File: src/blps_pkg.sv
package blps_pkg;

  // Field widths
  localparam int unsigned SampleWidth = 8;
  localparam int unsigned LevelWidth  = 3;
  localparam int unsigned MvWidth     = 14;
  localparam int unsigned CfgIdxWidth = 2;
  localparam int unsigned CfgDataWidth = 48;
  localparam int unsigned NumThr      = 6;
  localparam int unsigned IdleWidth   = 22;
  localparam int unsigned KeyWidth    = 6;
  localparam int unsigned BeepWidth   = 5;
  localparam int unsigned MinWidth    = 16;

  typedef logic [SampleWidth-1:0] sample_t;
  typedef logic [LevelWidth-1:0]  level_t;
  typedef logic [MvWidth-1:0]     mv_t;

  // Configuration register indexes
  typedef enum logic [CfgIdxWidth-1:0] {
    CFG_LEVEL_THRESHOLDS    = 2'd0,
    CFG_POWEROFF_MINUTES    = 2'd1,
    CFG_AUTO_KEYLOCK_ENABLE = 2'd2,
    CFG_LOW_LEVEL_LIMIT     = 2'd3
  } cfg_idx_t;

  // Request codes
  localparam logic CMD_TICK     = 1'b0;
  localparam logic CMD_ACTIVITY = 1'b1;

  // Constants
  localparam sample_t             TopThreshold = 8'hBB;
  localparam logic [CfgDataWidth-1:0] ThrReset = 48'hA49E98928C86;
  localparam level_t              LowLimitReset = 3'd1;
  localparam logic [KeyWidth-1:0] KeylockSecs  = 6'd60;
  localparam logic [BeepWidth-1:0] BeepInterval = 5'd30;
  // sample*482/10 == floor(sample * (241 * 52429) / 2^18) for 8-bit samples
  localparam logic [31:0]         MvRecip      = 32'd12635389;
  localparam int unsigned         MvShift      = 18;

endpackage

File: src/blps_req_if.sv
interface blps_req_if import blps_pkg::*; ();
  logic    valid;
  logic    ready;
  logic    cmd;
  sample_t battery_sample;
  logic    keypad_locked;

  modport source (output valid, output cmd, output battery_sample, output keypad_locked,
                  input ready);
  modport sink (input valid, input cmd, input battery_sample, input keypad_locked,
                output ready);
endinterface

File: src/blps_rsp_if.sv
interface blps_rsp_if import blps_pkg::*; ();
  logic   valid;
  logic   ready;
  level_t battery_level;
  mv_t    battery_mv;
  logic   low_battery_alert;
  logic   beep_pulse;
  logic   shutdown_request;
  logic   keylock_request;

  modport source (output valid, output battery_level, output battery_mv,
                  output low_battery_alert, output beep_pulse, output shutdown_request,
                  output keylock_request, input ready);
  modport sink (input valid, input battery_level, input battery_mv,
                input low_battery_alert, input beep_pulse, input shutdown_request,
                input keylock_request, output ready);
endinterface

File: src/battery_level_power_supervisor_unit.sv
// Battery level and power supervisor. Each request is either a one-second
// tick carrying an 8-bit battery sample or a user-activity event. Every
// request yields exactly one response: the battery level (0..7, from six
// programmable thresholds plus a fixed top threshold of 0xBB), the voltage
// in millivolts, the low-battery alert, a warning beep every 30 low-battery
// ticks, an auto power-off request after the programmed idle minutes and a
// keypad lock request after 60 idle seconds. Activity clears both idle
// counters. Timing: a request is registered in the input stage, evaluated
// combinationally and lands in the response register, and one request is
// accepted every cycle; only a stalled response holds the pipeline.
// Write configuration only while no request is in flight.
module battery_level_power_supervisor_unit import blps_pkg::*; (
  input  logic                    clk,
  input  logic                    rst,
  input  logic                    cfg_write,
  input  logic [CfgIdxWidth-1:0]  cfg_index,
  input  logic [CfgDataWidth-1:0] cfg_data,
  blps_req_if.sink                req,
  blps_rsp_if.source              rsp
);

  // Configuration registers
  logic [CfgDataWidth-1:0] level_thresholds;
  logic [MinWidth-1:0]     poweroff_minutes;
  logic                    auto_keylock_enable;
  level_t                  low_level_limit;

  // Supervisor state
  logic [IdleWidth-1:0] idle_count, idle_count_next;
  logic [KeyWidth-1:0]  keylock_count, keylock_count_next;
  logic [BeepWidth-1:0] beep_count, beep_count_next;
  logic                 alert_flag, alert_flag_next;

  // Input stage
  logic    s1_valid;
  logic    s1_cmd;
  sample_t s1_sample;
  logic    s1_locked;

  // Response register
  logic   out_valid;
  level_t out_level;
  mv_t    out_mv;
  logic   out_alert, out_beep, out_shut, out_klock;

  logic advance, take, process;
  logic [IdleWidth-1:0] auto_off_limit;
  level_t level;
  logic [31:0] mv_prod;
  logic beep, shut, klock;

  assign advance   = !out_valid || rsp.ready;
  assign req.ready = !s1_valid || advance;
  assign take      = req.valid && req.ready;
  assign process   = s1_valid && advance;

  // minutes * 60 as shift and subtract
  assign auto_off_limit = {poweroff_minutes, 6'b0} - {4'b0, poweroff_minutes, 2'b0};

  // Level: index of the first threshold the sample is below
  always_comb begin
    level = level_t'(NumThr + 1);
    if (s1_sample < TopThreshold) level = level_t'(NumThr);
    for (int i = NumThr - 1; i >= 0; i--) begin
      if (s1_sample < level_thresholds[i*SampleWidth +: SampleWidth]) level = level_t'(i);
    end
  end

  // Millivolts by constant reciprocal
  assign mv_prod = 32'(s1_sample) * MvRecip;

  // Counter updates for the request in the input stage
  always_comb begin
    idle_count_next    = idle_count;
    keylock_count_next = keylock_count;
    beep_count_next    = beep_count;
    alert_flag_next    = alert_flag;
    beep  = 1'b0;
    shut  = 1'b0;
    klock = 1'b0;
    if (s1_cmd == CMD_ACTIVITY) begin
      idle_count_next    = '0;
      keylock_count_next = '0;
    end else begin
      if (poweroff_minutes != '0) begin
        if (idle_count < auto_off_limit) idle_count_next = idle_count + 1'b1;
        shut = (idle_count_next >= auto_off_limit);
      end
      if (auto_keylock_enable && !s1_locked) begin
        if (keylock_count < KeylockSecs) keylock_count_next = keylock_count + 1'b1;
        klock = (keylock_count_next >= KeylockSecs);
      end
      if (level <= low_level_limit) begin
        alert_flag_next = 1'b1;
        if (beep_count + 1'b1 >= BeepInterval) begin
          beep_count_next = '0;
          beep = 1'b1;
        end else begin
          beep_count_next = beep_count + 1'b1;
        end
      end else begin
        alert_flag_next = 1'b0;
        beep_count_next = '0;
      end
    end
  end

  // Configuration writes
  always_ff @(posedge clk) begin
    if (rst) begin
      level_thresholds    <= ThrReset;
      poweroff_minutes    <= '0;
      auto_keylock_enable <= 1'b0;
      low_level_limit     <= LowLimitReset;
    end else if (cfg_write) begin
      unique case (cfg_idx_t'(cfg_index))
        CFG_LEVEL_THRESHOLDS:    level_thresholds    <= cfg_data;
        CFG_POWEROFF_MINUTES:    poweroff_minutes    <= cfg_data[MinWidth-1:0];
        CFG_AUTO_KEYLOCK_ENABLE: auto_keylock_enable <= cfg_data[0];
        CFG_LOW_LEVEL_LIMIT:     low_level_limit     <= cfg_data[LevelWidth-1:0];
        default: ;
      endcase
    end
  end

  // State registers
  always_ff @(posedge clk) begin
    if (rst) begin
      idle_count    <= '0;
      keylock_count <= '0;
      beep_count    <= '0;
      alert_flag    <= 1'b0;
    end else begin
      if (process) begin
        keylock_count <= keylock_count_next;
        beep_count    <= beep_count_next;
        alert_flag    <= alert_flag_next;
      end
      if (cfg_write && cfg_idx_t'(cfg_index) == CFG_POWEROFF_MINUTES) begin
        idle_count <= '0;
      end else if (process) begin
        idle_count <= idle_count_next;
      end
    end
  end

  // Input stage
  always_ff @(posedge clk) begin
    if (rst) begin
      s1_valid <= 1'b0;
    end else if (req.ready) begin
      s1_valid <= req.valid;
    end
  end

  always_ff @(posedge clk) begin
    if (take) begin
      s1_cmd    <= req.cmd;
      s1_sample <= req.battery_sample;
      s1_locked <= req.keypad_locked;
    end
  end

  // Response register
  always_ff @(posedge clk) begin
    if (rst) begin
      out_valid <= 1'b0;
    end else if (advance) begin
      out_valid <= s1_valid;
    end
  end

  always_ff @(posedge clk) begin
    if (process) begin
      out_level <= level;
      out_mv    <= mv_prod[MvShift +: MvWidth];
      out_alert <= alert_flag_next;
      out_beep  <= beep;
      out_shut  <= shut;
      out_klock <= klock;
    end
  end

  assign rsp.valid             = out_valid;
  assign rsp.battery_level     = out_level;
  assign rsp.battery_mv        = out_mv;
  assign rsp.low_battery_alert = out_alert;
  assign rsp.beep_pulse        = out_beep;
  assign rsp.shutdown_request  = out_shut;
  assign rsp.keylock_request   = out_klock;

`ifndef NO_ASSERTIONS
  // Beep counter wraps before reaching the interval
  a_beep_range: assert property (@(posedge clk) disable iff (rst)
    beep_count < BeepInterval) else $error("beep_count out of range");

  // Keylock counter saturates at its limit
  a_key_range: assert property (@(posedge clk) disable iff (rst)
    keylock_count <= KeylockSecs) else $error("keylock_count past limit");

  // Idle counter never passes the auto-off limit
  a_idle_range: assert property (@(posedge clk) disable iff (rst)
    idle_count <= auto_off_limit) else $error("idle_count past limit");

  // A beep only comes with the alert
  a_beep_alert: assert property (@(posedge clk) disable iff (rst)
    rsp.valid && rsp.beep_pulse |-> rsp.low_battery_alert)
    else $error("beep without alert");

  // Activity responses carry no requests
  a_activity: assert property (@(posedge clk) disable iff (rst)
    process && s1_cmd == CMD_ACTIVITY |=>
      rsp.valid && !rsp.beep_pulse && !rsp.shutdown_request && !rsp.keylock_request)
    else $error("activity response flags set");
`endif

endmodule

File: src/flat_wrapper.sv
// flat-port wrapper written by rule: the top's interface ports become plain ports
module battery_level_power_supervisor_unit_flat import blps_pkg::*;
  (clk, rst, cfg_write, cfg_index, cfg_data, req_valid, req_cmd, req_battery_sample, req_keypad_locked, req_ready, rsp_valid, rsp_battery_level, rsp_battery_mv, rsp_low_battery_alert, rsp_beep_pulse, rsp_shutdown_request, rsp_keylock_request, rsp_ready);
  blps_req_if req_i ();
  blps_rsp_if rsp_i ();
  input  logic clk;
  input  logic rst;
  input  logic cfg_write;
  input  logic [CfgIdxWidth-1:0] cfg_index;
  input  logic [CfgDataWidth-1:0] cfg_data;
  input wire logic [$bits(req_i.valid)-1:0] req_valid;
  input wire logic [$bits(req_i.cmd)-1:0] req_cmd;
  input wire logic [$bits(req_i.battery_sample)-1:0] req_battery_sample;
  input wire logic [$bits(req_i.keypad_locked)-1:0] req_keypad_locked;
  output wire logic [$bits(req_i.ready)-1:0] req_ready;
  output wire logic [$bits(rsp_i.valid)-1:0] rsp_valid;
  output wire logic [$bits(rsp_i.battery_level)-1:0] rsp_battery_level;
  output wire logic [$bits(rsp_i.battery_mv)-1:0] rsp_battery_mv;
  output wire logic [$bits(rsp_i.low_battery_alert)-1:0] rsp_low_battery_alert;
  output wire logic [$bits(rsp_i.beep_pulse)-1:0] rsp_beep_pulse;
  output wire logic [$bits(rsp_i.shutdown_request)-1:0] rsp_shutdown_request;
  output wire logic [$bits(rsp_i.keylock_request)-1:0] rsp_keylock_request;
  input wire logic [$bits(rsp_i.ready)-1:0] rsp_ready;
  assign req_i.valid = req_valid;
  assign req_i.cmd = req_cmd;
  assign req_i.battery_sample = req_battery_sample;
  assign req_i.keypad_locked = req_keypad_locked;
  assign req_ready = req_i.ready;
  assign rsp_valid = rsp_i.valid;
  assign rsp_battery_level = rsp_i.battery_level;
  assign rsp_battery_mv = rsp_i.battery_mv;
  assign rsp_low_battery_alert = rsp_i.low_battery_alert;
  assign rsp_beep_pulse = rsp_i.beep_pulse;
  assign rsp_shutdown_request = rsp_i.shutdown_request;
  assign rsp_keylock_request = rsp_i.keylock_request;
  assign rsp_i.ready = rsp_ready;
  battery_level_power_supervisor_unit u_core (.clk(clk), .rst(rst), .cfg_write(cfg_write), .cfg_index(cfg_index), .cfg_data(cfg_data), .req(req_i), .rsp(rsp_i));
endmodule
File: config.mk
export PLATFORM = sky130hd
export DESIGN_NAME = battery_level_power_supervisor_unit_flat
export DESIGN_NICKNAME = d
export VERILOG_FILES = /design/src/blps_pkg.sv /design/src/blps_req_if.sv /design/src/blps_rsp_if.sv /design/src/battery_level_power_supervisor_unit.sv /design/src/flat_wrapper.sv
export SDC_FILE = /design/constraint.sdc
export NUM_CORES = 1
export LEC_CHECK = 0
export BUFFER_PORTS_ARGS = -buffer_cell sky130_fd_sc_hd__buf_2
export CAP_MARGIN = 5
export CORE_UTILIZATION = 56
export CTS_CLUSTER_DIAMETER = 50
export CTS_CLUSTER_SIZE = 16
export DETAILED_ROUTE_END_ITERATION = 6
export PLACE_DENSITY = 0.74
export SYNTH_ARGS = -nofsm -noshare
export SYNTH_HDL_FRONTEND = slang
export SYNTH_SLANG_ARGS = --single-unit
File: constraint.sdc
create_clock -name clk -period 6.29 [get_ports clk]
set_clock_uncertainty 0.05 [all_clocks]
set_input_delay 0.3145 -clock clk [delete_from_list [all_inputs] [get_ports clk]]
set_output_delay 0.3145 -clock clk [all_outputs]
set_load 0.005 [all_outputs]
======== Word level (Yosys, flattened, before mapping) ========
Index checks and enable logic that the tools add are counted.
word-level totals
  bits in registers ....................... 135
  logic and storage cells ................. 90
  input port bits ......................... 65
  output and inout bits ................... 23
cells by class
  $lt $le $gt $ge ......................... 13
  reduce and logical (&&, ||, !) cells .... 24
  bitwise gates (word level) .............. 4
  $add $sub $neg .......................... 4
  mux-type cells .......................... 22
  equality and inequality tests ........... 3
  multipliers ............................. 1
operator list
  cell                                                                  count
  22-bit two-way mux                                                    5
  8-bit less-than comparator                                            6
  8-bit by 24-bit multiplier with 32-bit output, second input constant  1
  6-bit two-way mux                                                     5
  22-bit by 1-bit adder with 22-bit output, second input constant       1
  22-bit >= comparator                                                  1
  22-bit less-than comparator                                           1
  22-bit by 18-bit subtractor with 22-bit output                        1
  3-bit two-way mux                                                     6
  16-bit nonzero test                                                   1
  2-bit AND reduction                                                   7
  5-bit two-way mux                                                     2
  8-bit less-than comparator, second input constant                     1
  2-bit OR reduction                                                    4
  6-bit by 1-bit adder with 6-bit output, second input constant         1
  6-bit >= comparator, second input constant                            1
  6-bit less-than comparator, second input constant                     1
  5-bit by 1-bit adder with 5-bit output, second input constant         1
  5-bit >= comparator, second input constant                            1
  2-bit == test, second input constant                                  2
  1-bit logical AND                                                     4
  1-bit two-way mux                                                     4
  1-bit NOT                                                             4
  2-bit nonzero test                                                    2
  5 further kinds                                                       8

======== Depth between registers and ports, before layout ========
  word-level depth ........................ 11
  mapped depth ............................ 35
  gate-level depth less buffers ........... 34

======== Worst setup path after synthesis ========
Ideal clock, no wire load.
  kind .................................... register to register
  start ................................... register u_core.poweroff_minutes[2]
  end ..................................... register u_core.out_shut (netlist: u_core.rsp.shutdown_request), data pin
  path buffers ............................ 1
  setup time .............................. 0.261 ns
  required time ........................... 5.979 ns
  stages on the path, launching flop included .. 35
  period minus slack after synthesis ...... 6.912 ns
  arrival time ............................ 6.602 ns
  setup slack ............................. -0.622 ns
  cells stage by stage .................... dfxtp_1 ha_1 a21o_1 a21oi_1 o221ai_1 a21o_1 a21o_1 a21o_1 a21o_1 a21o_1 a21o_1 a211oi_1 xnor2_1 ha_1 a21o_1 or3_1 o22ai_1 or3_4 o211ai_4 nor2_1 buf_4 nand3_1 xnor2_1 ha_1 a21o_1 a21o_1 a21o_1 a21o_1 a21o_1 a31oi_1 o21ai_0 a211oi_1 o21ai_0 a311oi_1 nor2_1
on the way
  word-level cells in the longest chain between the ends .. 6
  elaborated cells on any way between the ends .. 9
  those cells by class .................... add/sub (1); order compare (2); mux (3); bitwise (1); reduce/logical (2)
RTL lines
  item                                            line                                        RTL
  start, declared                                 battery_level_power_supervisor_unit.sv:24   logic [MinWidth-1:0] poweroff_minutes;
  start signal, assigned                          battery_level_power_supervisor_unit.sv:118  CFG_POWEROFF_MINUTES: poweroff_minutes <= cfg_data[MinWidth-1:0];
  22-bit by 18-bit subtractor with 22-bit output  battery_level_power_supervisor_unit.sv:58   assign auto_off_limit = {poweroff_minutes, 6'b0} - {4'b0, poweroff_minutes, 2'b0};
  22-bit less-than comparator                     battery_level_power_supervisor_unit.sv:86   if (idle_count < auto_off_limit) idle_count_next = idle_count + 1'b1;
  22-bit two-way mux                              battery_level_power_supervisor_unit.sv:86
  22-bit two-way mux                              battery_level_power_supervisor_unit.sv:85   if (poweroff_minutes != '0) begin
  22-bit two-way mux                              battery_level_power_supervisor_unit.sv:81   if (s1_cmd == CMD_ACTIVITY) begin
  22-bit >= comparator                            battery_level_power_supervisor_unit.sv:87   shut = (idle_count_next >= auto_off_limit);
  end signal, assigned                            battery_level_power_supervisor_unit.sv:179  out_shut <= shut;
  end, declared                                   battery_level_power_supervisor_unit.sv:44   logic out_alert, out_beep, out_shut, out_klock;
Parallel ways exist; a longest one is shown, timed or not. The select of a mux whose other input is x is not followed.
A chain may end at the register's enable or synchronous reset.

======== Final worst setup path ========
  start ................................... register u_core.poweroff_minutes[6]
  end ..................................... register u_core.out_shut (netlist: u_core.rsp.shutdown_request), data pin
The elaborated chain is that of the path after synthesis.

==> results_dict.tcl <==
set metrics [dict create \
    drt_pass1_iterations 5 \
    synth_top_area_share_pct 19.6 \
    worstSetupEndpoint "u_core.rsp.shutdown_request" \
    post_drt_wl_per_cell_um 15.9 \
    syn_inst 1204 \
    synth-seq-cells 135 \
    critical_path_class "flop to flop" \
    met2_usage_pct 44.2 \
    grt_pass1_vias 8664 \
    hp-class "primary input to flop" \
    place.gp.congestion 0.884 \
    synth_top_cell_by_area "dfxtp_1" \
    synthMuxAreaShare_pct 0.661 \
    die_w_um 140 \
    n_antenna_cell 0 \
    worst_pin_slew_ns 0.895 \
    drive_above_1_share_pct 18.2 \
    worst-path-buf-inv 4 \
    rrSetupSlack_ns -0.35 \
    irDropWorstVdd_mv 0.200 \
    fillers 1497 \
    fp.dieArea_um2 19500 \
    met1_usage_pct 38.2 \
    clock_latency_ns 0.43 \
    htree_levels 4 \
    slew_headroom_pct 40.3 \
    synthAdderAreaFrac_pct 26.2 \
    yosysUniqueCellTypes 71 \
    finalMaxSlewViolations 0 \
    syn-cell-area_um2 10600 \
    syn_nets 1469 \
    tritoncts "yes" \
    rsz0062_at_grt "true" \
    worst-path-max-fanout 4 \
    startpoint "u_core.poweroff_minutes[6]" \
    fin_crit_ns 6.64 \
    avgViaCountPerCell 5.65 \
    synthSimpleGateAreaFrac_pct 16.1 \
    initial_utilization_pct 58.0 \
    rr_endpoint "u_core.rsp.shutdown_request" \
    yosysWarnings 0 \
    powerDensity_nw_per_um2 243 \
    max_freq_mhz 151 \
    cts_made_buffers 17 \
    numPortBuffers 87 \
    synth_compound_area_share_pct 18.6 \
    async_flop_share_pct 0 \
    crit_slowest_cell "or4b_4" \
    rows 49 \
    ys.flop_type "dfxtp_1" \
    place_ws_ns -0.330 \
    end_kind "flop" \
    grt_max_degree 83 \
    dpl.hpwl_um 18800 \
    post-place-cells 1564 \
    totalPowerFinal_mw 3.06 \
    min_period_over_period_pct 106 \
    drc 0 \
    io_pins 88 \
    crit_family "compound AO/OA/AOI/OAI gates" \
    drtIter0Drc 482 \
    critPathLaunchType "flop" \
    cap_violations 0 \
    cts-root-to-sink-buffers 2 \
    cp.arrival_ns 6.78 \
    rr_worst_depth 35 \
    grt_pass1_wl_um 42300 \
    max_stage_delay_ns 0.57 \
    syn_to_final_growth_pct 18.9 \
    wirelength_um 25600 \
    setup_viol 1 \
    vias 9087 \
    violations "setup timing" \
    timing.rr.start "u_core.poweroff_minutes[6]" \
    core_region_area_um2 18300 \
    crit_path_frequent_cell "a21o_1" \
    cts_sinks 135 \
    final_nets 1630 \
    die_y_um 140 \
    met3_usage_pct 4.06 \
    antenna_found_initial 1 \
    clockRootBuffer "clkbuf_16" \
    ant_nets 0 \
    layout_setup_ws_ns -0.350 \
    outcome "finished, violations left" \
    avgSynthCellArea_um2 8.81 \
    p_leak_nw 6.03 \
    stdcell_count 1607 \
    grt_util_all_layers_pct 27.4 \
    cp_num_cells 35 \
    synth_top_family_by_area "adder cells" \
    yosysSeqAreaShare_pct 28.4 \
    required_ns 6.43 \
    finish.instance_area_um2 12600 \
    overflow 0 \
    netlist_top_cells_area "dfxtp_1 20%, ha_1 19%, edfxtp_1 8.8%" \
    top_usage_layer "met2" \
    synth_xor_area_share_pct 4.13 \
    placed_area_um2 11900 \
    synth_edf_count 31 \
    hold_viol 0 \
    path_clk_slew_ns 0.07 \
]
## registers in the layout, summed over array words and instances, names as in the netlist
signal                        cells
u_core.rsp.shutdown_request       1
u_core.rsp.battery_mv            14
u_core.s1_cmd                     1
u_core.poweroff_minutes          16
u_core.rsp.battery_level          3
u_core.rsp.keylock_request        1
u_core.level_thresholds          48
u_core.alert_flag                 1
u_core.rsp.valid                  1
u_core.auto_keylock_enable        1
u_core.s1_locked                  1
u_core.rsp.low_battery_alert      1
u_core.beep_count                 5
u_core.idle_count                22
u_core.s1_sample                  8
u_core.keylock_count              6
u_core.rsp.beep_pulse             1
u_core.low_level_limit            3
u_core.s1_valid                   1
## routing by layer
layer	wire length, um	part of all wire, %	vias to the layer above
met5	13	0.051	-
met4	364	1.4	2
met3	1500	5.9	29
met2	11500	45	279
met1	12200	48	4223
li1	-	-	4554
## area by class of cell
class,instances,area [um^2],area share (%)
clock buffers,17,425,3.37
clock inverters,15,154,1.22
inverters,125,469,3.72
multi-input cells,907,7120,56.4
flip-flops and latches,135,3020,24.0
well taps,229,287,2.27
repair buffers,179,1140,9.02
## stage by stage
stage | TNS, ns | utilization (%) | hold WS, ns
final | -0.350 | 69.0 | 0.00628
after global placement | -0.137 | 64.9 | 0.393
after global routing | -0.618 | 69.0 | 0.00133
after CTS | -0.229 | 68.8 | 0.00157
after detailed placement | -0.330 | 64.9 | 0.397
after floorplan | -0.0378 | - | 0.363
## cell usage after synthesis, drive strengths merged, types with 3 or more instances
cell,instances
clkbuf,33
a31oi,10
nor2,89
edfxtp,31
ha,163
a21o,55
o21a,7
nor3b,6
o21bai,5
nand4b,3
o21ai,41
mux2i,7
o221ai,3
xor2,19
fa,37
a211oi,7
buf,4
nor3,15
and3,13
nor4,11
nand4,9
nor2b,8
nand2b,21
a22oi,5
a311oi,3
o31ai,11
and2,6
a21oi,106
a211o,21
or3,8
inv,125
dfxtp,104
nand3,21
nand2,129
o311ai,5
xnor2,31
o211ai,3
## layout by cell type (no fill, tap or decap), types with 5 or more instances in the layout
master	Yosys	layout
a211o_1	21	21
a211oi_1	7	5
a21o_1	55	55
a21oi_1	104	102
a22oi_1	5	5
a31oi_1	10	9
and2_1	6	6
and3_1	13	12
buf_2	0	87
buf_4	1	88
clkbuf_16	0	17
dfxtp_1	104	99
edfxtp_1	31	31
fa_1	37	37
ha_1	163	158
inv_1	125	124
inv_6	0	6
mux2i_1	7	7
nand2_1	129	129
nand2b_1	21	21
nand3_1	21	20
nand4_1	9	9
nor2_1	88	88
nor2b_1	8	8
nor3_1	12	12
nor3b_1	6	5
nor4_1	10	9
o21a_1	6	6
o21ai_0	38	36
o21bai_1	5	5
o31ai_1	11	11
or3_1	7	7
xnor2_1	31	29
xor2_1	19	19
## worst min path at each step
stage,end,start,cells after the start,slack [ns]
floorplan,u_core.s1_cmd,req_cmd,0,0.36
CTS,u_core.s1_sample[2],req_battery_sample[2],1,0.002
detailed placement,u_core.level_thresholds[0],u_core.level_thresholds[0],2,0.40
global route,u_core.s1_sample[0],req_battery_sample[0],1,0.001
global placement,u_core.level_thresholds[26],u_core.level_thresholds[26],2,0.39
finish,u_core.s1_sample[2],req_battery_sample[2],1,0.006
## kinds of logic after synthesis
kind of cell	after synthesis
buffers and inverters	162
XOR/XNOR	50
AND/OR/NAND/NOR	351
multiplexers	7
flip-flops	135
adder cells (fa/ha/maj)	200
AO/OA/AOI/OAI	299
## power breakdown
group	switching, mW	internal [mW]	total, mW	leakage, nW
registers	0.0184	0.942	0.960	1.14
logic	0.578	0.505	1.08	4.61
clock network	0.457	0.560	1.02	0.281
## what timing repair did
| item | CTS | global route |
|---|---|---|
| pin swaps | 19 | 15 |
| gates resized for setup | 9 | 5 |
| setup buffers | 6 | 2 |
| endpoints found under the hold margin | 3 | 0 |
| endpoints found under the setup margin | 1 | 1 |
| hold buffers | 3 | 0 |
(Power assumes the default switching activity.)
